==> src/rtl/core/ltc_pkg.sv <==
// Package for the lexer token classifier: entry kinds, class codes, the flag
// record and the operator symbol table with its lookup.
// No dependencies; every other file of the block but ltc_stream_if imports it.
package ltc_pkg;

    typedef enum logic [2:0] {
        KIND_WORD   = 3'd0,
        KIND_GROUP  = 3'd1,
        KIND_QUOTE  = 3'd2,
        KIND_SYMBOL = 3'd3,
        KIND_SPACE  = 3'd4
    } ltc_kind_t;

    typedef logic [5:0] ltc_code_t;

    localparam ltc_code_t CLS_NO_MATCH     = 6'd0;
    localparam ltc_code_t CLS_UNIDENTIFIED = 6'd1;
    localparam ltc_code_t CLS_CLASS        = 6'd2;
    localparam ltc_code_t CLS_ENUM         = 6'd3;
    localparam ltc_code_t CLS_SUBROUTINE   = 6'd4;
    localparam ltc_code_t CLS_INT_LITERAL  = 6'd5;
    localparam ltc_code_t CLS_PACKAGE      = 6'd6;
    localparam ltc_code_t CLS_PRIM_SIGNED  = 6'd7;
    localparam ltc_code_t CLS_PRIM_UNSIGN  = 6'd8;
    localparam ltc_code_t CLS_VARIABLE     = 6'd9;
    localparam ltc_code_t CLS_PAREN_OPEN   = 6'd10;
    localparam ltc_code_t CLS_PAREN_CLOSE  = 6'd11;
    localparam ltc_code_t CLS_BRACK_OPEN   = 6'd12;
    localparam ltc_code_t CLS_BRACK_CLOSE  = 6'd13;
    localparam ltc_code_t CLS_BRACE_OPEN   = 6'd14;
    localparam ltc_code_t CLS_BRACE_CLOSE  = 6'd15;
    localparam ltc_code_t CLS_SYM_BASE     = 6'd16;

    localparam int SYM_COUNT = 24;

    // Operator spellings, first byte in the upper half; a zero second byte
    // marks a one-byte operator. Entry i carries code CLS_SYM_BASE + i.
    localparam logic [15:0] SYM_TABLE [SYM_COUNT] = '{
        {8'h2B, 8'h00}, {8'h2B, 8'h2B}, {8'h2D, 8'h00}, {8'h2D, 8'h2D},
        {8'h2A, 8'h00}, {8'h2A, 8'h2A}, {8'h2F, 8'h00}, {8'h26, 8'h26},
        {8'h7C, 8'h7C}, {8'h26, 8'h00}, {8'h7C, 8'h00}, {8'h5E, 8'h00},
        {8'h21, 8'h00}, {8'h2E, 8'h2E}, {8'h2E, 8'h00}, {8'h2C, 8'h00},
        {8'h3A, 8'h3A}, {8'h3A, 8'h00}, {8'h3B, 8'h00}, {8'h3C, 8'h3C},
        {8'h3C, 8'h00}, {8'h3E, 8'h3E}, {8'h3E, 8'h00}, {8'h5C, 8'h00}
    };

    localparam logic [7:0] CH_UNDERSCORE = 8'h5F;
    localparam logic [7:0] CH_LOWER_S    = 8'h73;
    localparam logic [7:0] CH_LOWER_U    = 8'h75;
    localparam logic [7:0] CH_PAREN_OPEN = 8'h28;
    localparam logic [7:0] CH_PAREN_CLS  = 8'h29;
    localparam logic [7:0] CH_BRACK_OPEN = 8'h5B;
    localparam logic [7:0] CH_BRACK_CLS  = 8'h5D;
    localparam logic [7:0] CH_BRACE_OPEN = 8'h7B;
    localparam logic [7:0] CH_BRACE_CLS  = 8'h7D;

    // Running character-class flags; digit_only is bit 0.
    typedef struct packed {
        logic pre_digit;
        logic any_under;
        logic upper_seen;
        logic lower_seen;
        logic upper_only;
        logic lower_only;
        logic digit_only;
    } ltc_flags_t;

    localparam ltc_flags_t FLAGS_RESET = 7'h47;

    // Snapshot of a token handed from the accumulator to the classifier.
    typedef struct packed {
        logic [7:0] head;
        logic [7:0] tail;
        ltc_flags_t flags;
        logic [2:0] kind;
        logic [1:0] len_prev;
    } ltc_token_t;

    function automatic logic is_digit(input logic [7:0] c);
        return (c >= 8'h30) && (c <= 8'h39);
    endfunction

    function automatic logic is_lower(input logic [7:0] c);
        return (c >= 8'h61) && (c <= 8'h7A);
    endfunction

    function automatic logic is_upper(input logic [7:0] c);
        return (c >= 8'h41) && (c <= 8'h5A);
    endfunction

    function automatic ltc_code_t sym_lookup(input logic [7:0] a, input logic [7:0] b);
        ltc_code_t code;
        code = CLS_NO_MATCH;
        for (int i = 0; i < SYM_COUNT; i++) begin
            if (SYM_TABLE[i] == {a, b}) begin
                code = CLS_SYM_BASE + 6'(i);
            end
        end
        return code;
    endfunction

endpackage

==> src/rtl/core/ltc_stream_if.sv <==
// Stream interfaces of the lexer token classifier: the character beat channel
// and the class result channel. Depends on nothing.
interface ltc_char_if;
    logic       valid;
    logic       ready;
    logic [7:0] char_byte;
    logic [2:0] entry_kind;
    logic       last_char;

    modport source (output valid, output char_byte, output entry_kind,
                    output last_char, input ready);
    modport sink (input valid, input char_byte, input entry_kind,
                  input last_char, output ready);
endinterface

interface ltc_class_if;
    logic       valid;
    logic       ready;
    logic [5:0] token_class;

    modport source (output valid, output token_class, input ready);
    modport sink (input valid, input token_class, output ready);
endinterface

==> src/rtl/core/lexer_token_classifier_core.sv <==
// Lexer token classifier, top level: accumulator followed by classifier.
// Depends on ltc_pkg, ltc_stream_if, ltc_accum and ltc_classify.
//
// The block takes one character beat per clock, back to back, while the input is
// not stalled, and gives one class code per token, computed once its beat marked
// last is accepted. The running flag, length and first-byte registers are folded
// in the same cycle a beat is accepted, which sets the rate at one beat per cycle.
// A token's last beat loads the token snapshot register; the classifier then loads
// the class into the output register, which drives the result channel.
// Backpressure on the result channel stalls the input only once both of those
// registers are full.
module lexer_token_classifier_core (
    input  logic         clk,
    input  logic         rst_n,
    ltc_char_if.sink     chars,
    ltc_class_if.source  classes
);
    import ltc_pkg::*;

    logic       tok_valid;
    logic       tok_ready;
    ltc_token_t tok;

    ltc_accum u_accum (
        .clk       (clk),
        .rst_n     (rst_n),
        .chars     (chars),
        .tok_valid (tok_valid),
        .tok       (tok),
        .tok_ready (tok_ready)
    );

    ltc_classify u_classify (
        .clk       (clk),
        .rst_n     (rst_n),
        .tok_valid (tok_valid),
        .tok       (tok),
        .tok_ready (tok_ready),
        .classes   (classes)
    );

endmodule

==> src/rtl/core/ltc_accum.sv <==
// Token accumulator: folds each character beat into the first byte, length and
// flag registers, and registers a token snapshot on its last beat.
// Depends on ltc_pkg and ltc_char_if.
module ltc_accum (
    input  logic              clk,
    input  logic              rst_n,
    ltc_char_if.sink          chars,
    output logic              tok_valid,
    output ltc_pkg::ltc_token_t tok,
    input  logic              tok_ready
);
    import ltc_pkg::*;

    logic [7:0] first_reg, first_next;
    logic [1:0] len_reg, len_next;
    ltc_flags_t flags_reg, flags_next;
    logic       tok_valid_reg, tok_valid_next;
    ltc_token_t tok_reg, tok_next;

    logic       accept;
    logic [7:0] c;
    ltc_flags_t folded;
    logic [7:0] head;

    assign c      = chars.char_byte;
    assign accept = chars.valid && chars.ready;
    assign chars.ready = !tok_valid_reg || tok_ready;

    always_comb
    begin
        folded.digit_only = flags_reg.digit_only && is_digit(c);
        folded.lower_only = flags_reg.lower_only && is_lower(c);
        folded.upper_only = flags_reg.upper_only && is_upper(c);
        folded.lower_seen = flags_reg.lower_seen || is_lower(c);
        folded.upper_seen = flags_reg.upper_seen || is_upper(c);
        folded.any_under  = flags_reg.any_under || (c == CH_UNDERSCORE);
        folded.pre_digit  = flags_reg.digit_only;
        head = (len_reg == 2'd0) ? c : first_reg;

        first_next     = first_reg;
        len_next       = len_reg;
        flags_next     = flags_reg;
        tok_valid_next = tok_valid_reg;
        tok_next       = tok_reg;

        if (tok_ready) begin
            tok_valid_next = 1'b0;
        end
        if (accept) begin
            if (chars.last_char) begin
                // Token complete: hand it on and start the next one clean.
                first_next     = 8'd0;
                len_next       = 2'd0;
                flags_next     = FLAGS_RESET;
                tok_valid_next = 1'b1;
                tok_next.head     = head;
                tok_next.tail     = c;
                tok_next.flags    = folded;
                tok_next.kind     = chars.entry_kind;
                tok_next.len_prev = len_reg;
            end
            else begin
                first_next = head;
                flags_next = folded;
                if (len_reg != 2'd3) begin
                    len_next = len_reg + 2'd1;
                end
            end
        end
    end

    always_ff @(posedge clk or negedge rst_n)
    begin
        if (!rst_n) begin
            first_reg     <= 8'd0;
            len_reg       <= 2'd0;
            flags_reg     <= FLAGS_RESET;
            tok_valid_reg <= 1'b0;
        end
        else begin
            first_reg     <= first_next;
            len_reg       <= len_next;
            flags_reg     <= flags_next;
            tok_valid_reg <= tok_valid_next;
        end
    end

    always_ff @(posedge clk)
    begin
        tok_reg <= tok_next;
    end

    assign tok_valid = tok_valid_reg;
    assign tok       = tok_reg;

`ifndef ASSERT_OFF
    a_clear_after_last: assert property (@(posedge clk) disable iff (!rst_n)
        (accept && chars.last_char) |=> (len_reg == 2'd0 && flags_reg == FLAGS_RESET))
        else $error("token state not cleared after last beat");

    a_len_count: assert property (@(posedge clk) disable iff (!rst_n)
        (accept && !chars.last_char && len_reg != 2'd3) |=> (len_reg == $past(len_reg) + 2'd1))
        else $error("length count did not advance");

    a_lower_seen_sticky: assert property (@(posedge clk) disable iff (!rst_n)
        (flags_reg.lower_seen && !(accept && chars.last_char)) |=> flags_reg.lower_seen)
        else $error("lower-seen flag dropped inside a token");

    a_snapshot_hold: assert property (@(posedge clk) disable iff (!rst_n)
        (tok_valid_reg && !tok_ready) |=> (tok_valid_reg && $stable(tok_reg)))
        else $error("token snapshot lost while stalled");
`endif

endmodule

==> src/rtl/core/ltc_classify.sv <==
// Token classifier stage: turns a registered token snapshot into a class code
// and holds it in the output register. Depends on ltc_pkg and ltc_class_if.
module ltc_classify (
    input  logic              clk,
    input  logic              rst_n,
    input  logic              tok_valid,
    input  ltc_pkg::ltc_token_t tok,
    output logic              tok_ready,
    ltc_class_if.source       classes
);
    import ltc_pkg::*;

    logic      out_valid_reg, out_valid_next;
    ltc_code_t code_reg, code_next;
    ltc_code_t code;
    ltc_code_t word_code;
    ltc_code_t group_code;
    logic [7:0] sym_b;
    logic up0, lo0, lo_n, und, anyl, anyu;

    assign tok_ready = !out_valid_reg || classes.ready;

    always_comb
    begin
        up0  = is_upper(tok.head);
        lo0  = is_lower(tok.head);
        lo_n = is_lower(tok.tail);
        und  = tok.flags.any_under;
        anyl = tok.flags.lower_seen;
        anyu = tok.flags.upper_seen;

        // Naming-convention rules, highest priority first.
        if (up0 && !und && lo_n) begin
            word_code = CLS_CLASS;
        end
        else if ((up0 && und && !anyl) || tok.flags.upper_only) begin
            word_code = CLS_ENUM;
        end
        else if (lo0 && !und && lo_n && anyu) begin
            word_code = CLS_SUBROUTINE;
        end
        else if (tok.flags.digit_only) begin
            word_code = CLS_INT_LITERAL;
        end
        else if (tok.flags.lower_only) begin
            word_code = CLS_PACKAGE;
        end
        else if (tok.tail == CH_LOWER_S && tok.flags.pre_digit) begin
            word_code = CLS_PRIM_SIGNED;
        end
        else if (tok.tail == CH_LOWER_U && tok.flags.pre_digit) begin
            word_code = CLS_PRIM_UNSIGN;
        end
        else if (und && !anyu && anyl) begin
            word_code = CLS_VARIABLE;
        end
        else begin
            word_code = CLS_NO_MATCH;
        end

        case (tok.head)
            CH_PAREN_OPEN: group_code = CLS_PAREN_OPEN;
            CH_PAREN_CLS:  group_code = CLS_PAREN_CLOSE;
            CH_BRACK_OPEN: group_code = CLS_BRACK_OPEN;
            CH_BRACK_CLS:  group_code = CLS_BRACK_CLOSE;
            CH_BRACE_OPEN: group_code = CLS_BRACE_OPEN;
            CH_BRACE_CLS:  group_code = CLS_BRACE_CLOSE;
            default:       group_code = CLS_NO_MATCH;
        endcase

        // A one-byte token compares against a zero second byte.
        sym_b = (tok.len_prev == 2'd0) ? 8'd0 : tok.tail;

        case (tok.kind)
            KIND_WORD:   code = word_code;
            KIND_GROUP:  code = group_code;
            KIND_SYMBOL: code = tok.len_prev[1] ? CLS_NO_MATCH : sym_lookup(tok.head, sym_b);
            default:     code = CLS_UNIDENTIFIED;
        endcase

        out_valid_next = out_valid_reg;
        code_next      = code_reg;
        if (classes.ready) begin
            out_valid_next = 1'b0;
        end
        if (tok_valid && tok_ready) begin
            out_valid_next = 1'b1;
            code_next      = code;
        end
    end

    always_ff @(posedge clk or negedge rst_n)
    begin
        if (!rst_n) begin
            out_valid_reg <= 1'b0;
        end
        else begin
            out_valid_reg <= out_valid_next;
        end
    end

    always_ff @(posedge clk)
    begin
        code_reg <= code_next;
    end

    assign classes.valid       = out_valid_reg;
    assign classes.token_class = code_reg;

endmodule

==> src/flat_wrapper.sv <==
// flat-port wrapper written by rule: the top's interface ports become plain ports
module lexer_token_classifier_core_flat import ltc_pkg::*;
  (clk, rst_n, chars_valid, chars_char_byte, chars_entry_kind, chars_last_char, chars_ready, classes_valid, classes_token_class, classes_ready);
  ltc_char_if chars_i ();
  ltc_class_if classes_i ();
  input  logic clk;
  input  logic rst_n;
  input wire logic [$bits(chars_i.valid)-1:0] chars_valid;
  input wire logic [$bits(chars_i.char_byte)-1:0] chars_char_byte;
  input wire logic [$bits(chars_i.entry_kind)-1:0] chars_entry_kind;
  input wire logic [$bits(chars_i.last_char)-1:0] chars_last_char;
  output wire logic [$bits(chars_i.ready)-1:0] chars_ready;
  output wire logic [$bits(classes_i.valid)-1:0] classes_valid;
  output wire logic [$bits(classes_i.token_class)-1:0] classes_token_class;
  input wire logic [$bits(classes_i.ready)-1:0] classes_ready;
  assign chars_i.valid = chars_valid;
  assign chars_i.char_byte = chars_char_byte;
  assign chars_i.entry_kind = chars_entry_kind;
  assign chars_i.last_char = chars_last_char;
  assign chars_ready = chars_i.ready;
  assign classes_valid = classes_i.valid;
  assign classes_token_class = classes_i.token_class;
  assign classes_i.ready = classes_ready;
  lexer_token_classifier_core u_core (.clk(clk), .rst_n(rst_n), .chars(chars_i), .classes(classes_i));
endmodule
==> config.mk <==
export PLATFORM = sky130hd
export DESIGN_NAME = lexer_token_classifier_core_flat
export DESIGN_NICKNAME = d
export VERILOG_FILES = /design/src/rtl/core/ltc_pkg.sv /design/src/rtl/core/ltc_stream_if.sv /design/src/rtl/core/lexer_token_classifier_core.sv /design/src/rtl/core/ltc_accum.sv /design/src/rtl/core/ltc_classify.sv /design/src/flat_wrapper.sv
export SDC_FILE = /design/constraint.sdc
export NUM_CORES = 1
export LEC_CHECK = 0
export ABC_AREA = 1
export BUFFER_PORTS_ARGS = -buffer_cell sky130_fd_sc_hd__buf_2
export CORE_MARGIN = 2
export CORE_UTILIZATION = 30
export DETAILED_ROUTE_END_ITERATION = 6
export PLACE_DENSITY = 0.56
export RECOVER_POWER = 25
export SKIP_CTS_REPAIR_TIMING = 1
export SLEW_MARGIN = 40
export SYNTH_ARGS = -nofsm -noshare
export SYNTH_HDL_FRONTEND = slang
export SYNTH_HIERARCHICAL = 1
export SYNTH_SLANG_ARGS = --single-unit
==> constraint.sdc <==
create_clock -name clk -period 2.5 [get_ports clk]
set_clock_uncertainty 0.05 [all_clocks]
set_input_delay 0.5 -clock clk [delete_from_list [all_inputs] [get_ports clk]]
set_output_delay 0.5 -clock clk [all_outputs]
set_load 0.01 [all_outputs]
==> results.txt <==
Status: complete, no violations
IR Drop Worst-Case VDD: 0.000307 V
Initial DRC Count: 146
Predominant post-synthesis flop cell: edfxtp_1
Period utilization: 83.7%
Period minus WS final: 2090 ps
CTS clk-pin slew, worst paths: 100 ps
Sequential cell area fraction in the yosys report: 47.5%
Hold Slack: 297 ps
Leading area contributor after synthesis: edfxtp_1
Vias in the first global route: 2,509
Rows: 37
Max Cap Viol: 0
Num ports: 24
Via count: 2,669
Crit Path Category: reg -> reg
Port buffer count: 23
Syn Inst Count: 402
Hpwl dp: 5690 um
Worst path required time: 2520 ps
Total Wirelength: 7110 um
Synth warn: 6
Placed inst area: 3390 um2
Number of synthesized flops with an enable pin: 34
Power Density: 586 nW/um2
N_diodes: 0
Vias per cell: 4.69
Net count after synthesis: 420
Final setup TNS: 0 ps
Layout cells sized above 1: 14.5%
Worst-margin pin slew: 1040 ps
Max H-tree Level: 2
Largest net degree at the start of global routing: 29
CTS root buf: clkbuf_8
Fillcell total: 1,091
FFs w/ async S/R, synth: 34.6%
Initial antenna violation count: 0
Hold Crit Class: in -> async
Cell area after synthesis: 3110 um2
Leakage: 1.62 nW
Final hold vios: 0
Startpoint types: register
Count of endpoints failing setup in the final report: 0
Critical Path End Type: register
Total track usage: 13.1%
Crit path DAT: 2110 ps
Yosys cell types: 33
Chip width: 106 um
DR WL/cell: 12.5 um
RePlAce Congestion: 0.943
Initial Util: 30.5%
CTS Buffer Depth: 2
Fmax: 478 MHz
Total CTS buffers: 5
Nets: 450
DRT Pass-1 Iters: 5
Max transition margin: 31.0%
Overall die area: 11,200 um2
Final Slew Violations: 0
Synthesized area per cell: 7.73 um2
RSZ-0062 raised after global routing: false
Die Ht: 106 um
Post-synth top cells: nand2_1, inv_1, nor2_1, nand3_1, edfxtp_1
Final Cell Area: 3480 um2
Drc violations: 0
CTS tree: yes
Clock sink count: 52
First-pass GRT wire length: 11,700 um
CP Max Fanout: 6
Max FFs per register: 28
Yosys reg bits: 52
Pwr Total: 2.04 mW
P&R area growth vs syn: 12.2%
Remaining Overflow, GRT: 0
Final Util: 34.2%
Area share of the largest cell type after synthesis: 32.9%
Worst skew pair latency: 300 ps
Count leader, synth: nand2_1
Largest cells by area after synthesis: edfxtp_1, dfrtp_1, nand2_1
Core area: 10,200 um2
Routed Antenna Nets: 0
worst paths after layout:
check | from | to | slack (ps) | cells past startpoint
worst max-delay path | u_core/u_accum/tok[20] | u_core/u_classify/classes.token_class[0] | 410 | 10
worst min-delay path | rst_n | u_core/u_accum/len_reg[0] | 300 | 1
worst max register to register | u_core/u_accum/tok[20] | u_core/u_classify/classes.token_class[0] | 410 | 10
worst min register to register | u_core/u_accum/first_reg[6] | u_core/u_accum/first_reg[6] | 450 | 2
max in group asynchronous | rst_n | u_core/u_accum/first_reg[0] | 1490 | 1
min in group clk | chars_entry_kind[1] | u_core/u_accum/tok[3] | 320 | 1
through the flow:
stage | cells | worst slack, ps
final | 569 | 407
after global routing | 569 | 246
after CTS | 569 | 407
after detailed placement | 561 | 424
after global placement | 561 | 437
after floorplan | 402 | 534
cell usage in the layout, fill, tap and decap left out, types with 3 or more instances in the layout:
| cell type | n |
|---|---|
| nand2_1 | 94 |
| nand2_2 | 4 |
| nand4_1 | 10 |
| dfrtp_1 | 15 |
| a21oi_2 | 3 |
| buf_2 | 15 |
| nand2_4 | 3 |
| clkbuf_8 | 5 |
| inv_2 | 11 |
| dfstp_2 | 3 |
| nand3_2 | 3 |
| nor3_1 | 6 |
| o21ai_1 | 12 |
| clkbuf_1 | 9 |
| o21ai_0 | 13 |
| nor2_2 | 6 |
| inv_1 | 67 |
| edfxtp_1 | 34 |
| nor2_1 | 55 |
| nand3_1 | 35 |
| a21oi_1 | 6 |
cells by family after synthesis:
| family | synth area share, % |
|---|---|
| DFF | 47.5 |
| buffers and inverters | 10.0 |
| and+or+nand+nor | 33.9 |
| adders and majority gates | 0.806 |
| AOI/OAI and AO/OA | 7.78 |
worst max-delay path, cell delays in order, from the launching register on:
cell	delay, ps
edfxtp_1	510
inv_1	100
nand2_1	70
nor2_2	160
inv_2	80
o22ai_1	230
nand2_1	100
nor3_2	210
nor2_1	70
a21oi_1	190
nand2_1	80
layer usage:
layer  part of all wire [%]  vias to the layer above  global-route usage, %
li1                       -                     1361                      -
met1                     49                     1200                   17.8
met2                     44                       87                   20.9
met3                    5.0                       21                   2.41
met4                    1.9                        0                   4.42
met5                      0                        -                      0
final cells by class:
class                           instances  area, um2  share of cell area (%)
Sequential cell                        52       1480                    42.3
Multi-Input combinational cell        270       1320                    37.9
Inverter                               78        293                    8.41
Tap cell                              136        170                    4.89
Timing Repair Buffer                   25        120                    3.45
Clock buffer                            7       97.6                    2.80
Clock inverter                          1       8.76                   0.251
report_power, final:
group / internal (mW) / switching, mW / leakage [nW] / total, mW
logic: 0.115 / 0.268 / 1.02 / 0.384
registers: 1.03 / 0.0636 / 0.549 / 1.09
clock network: 0.263 / 0.298 / 0.0540 / 0.562
Power figures use the tool's default switching activity.
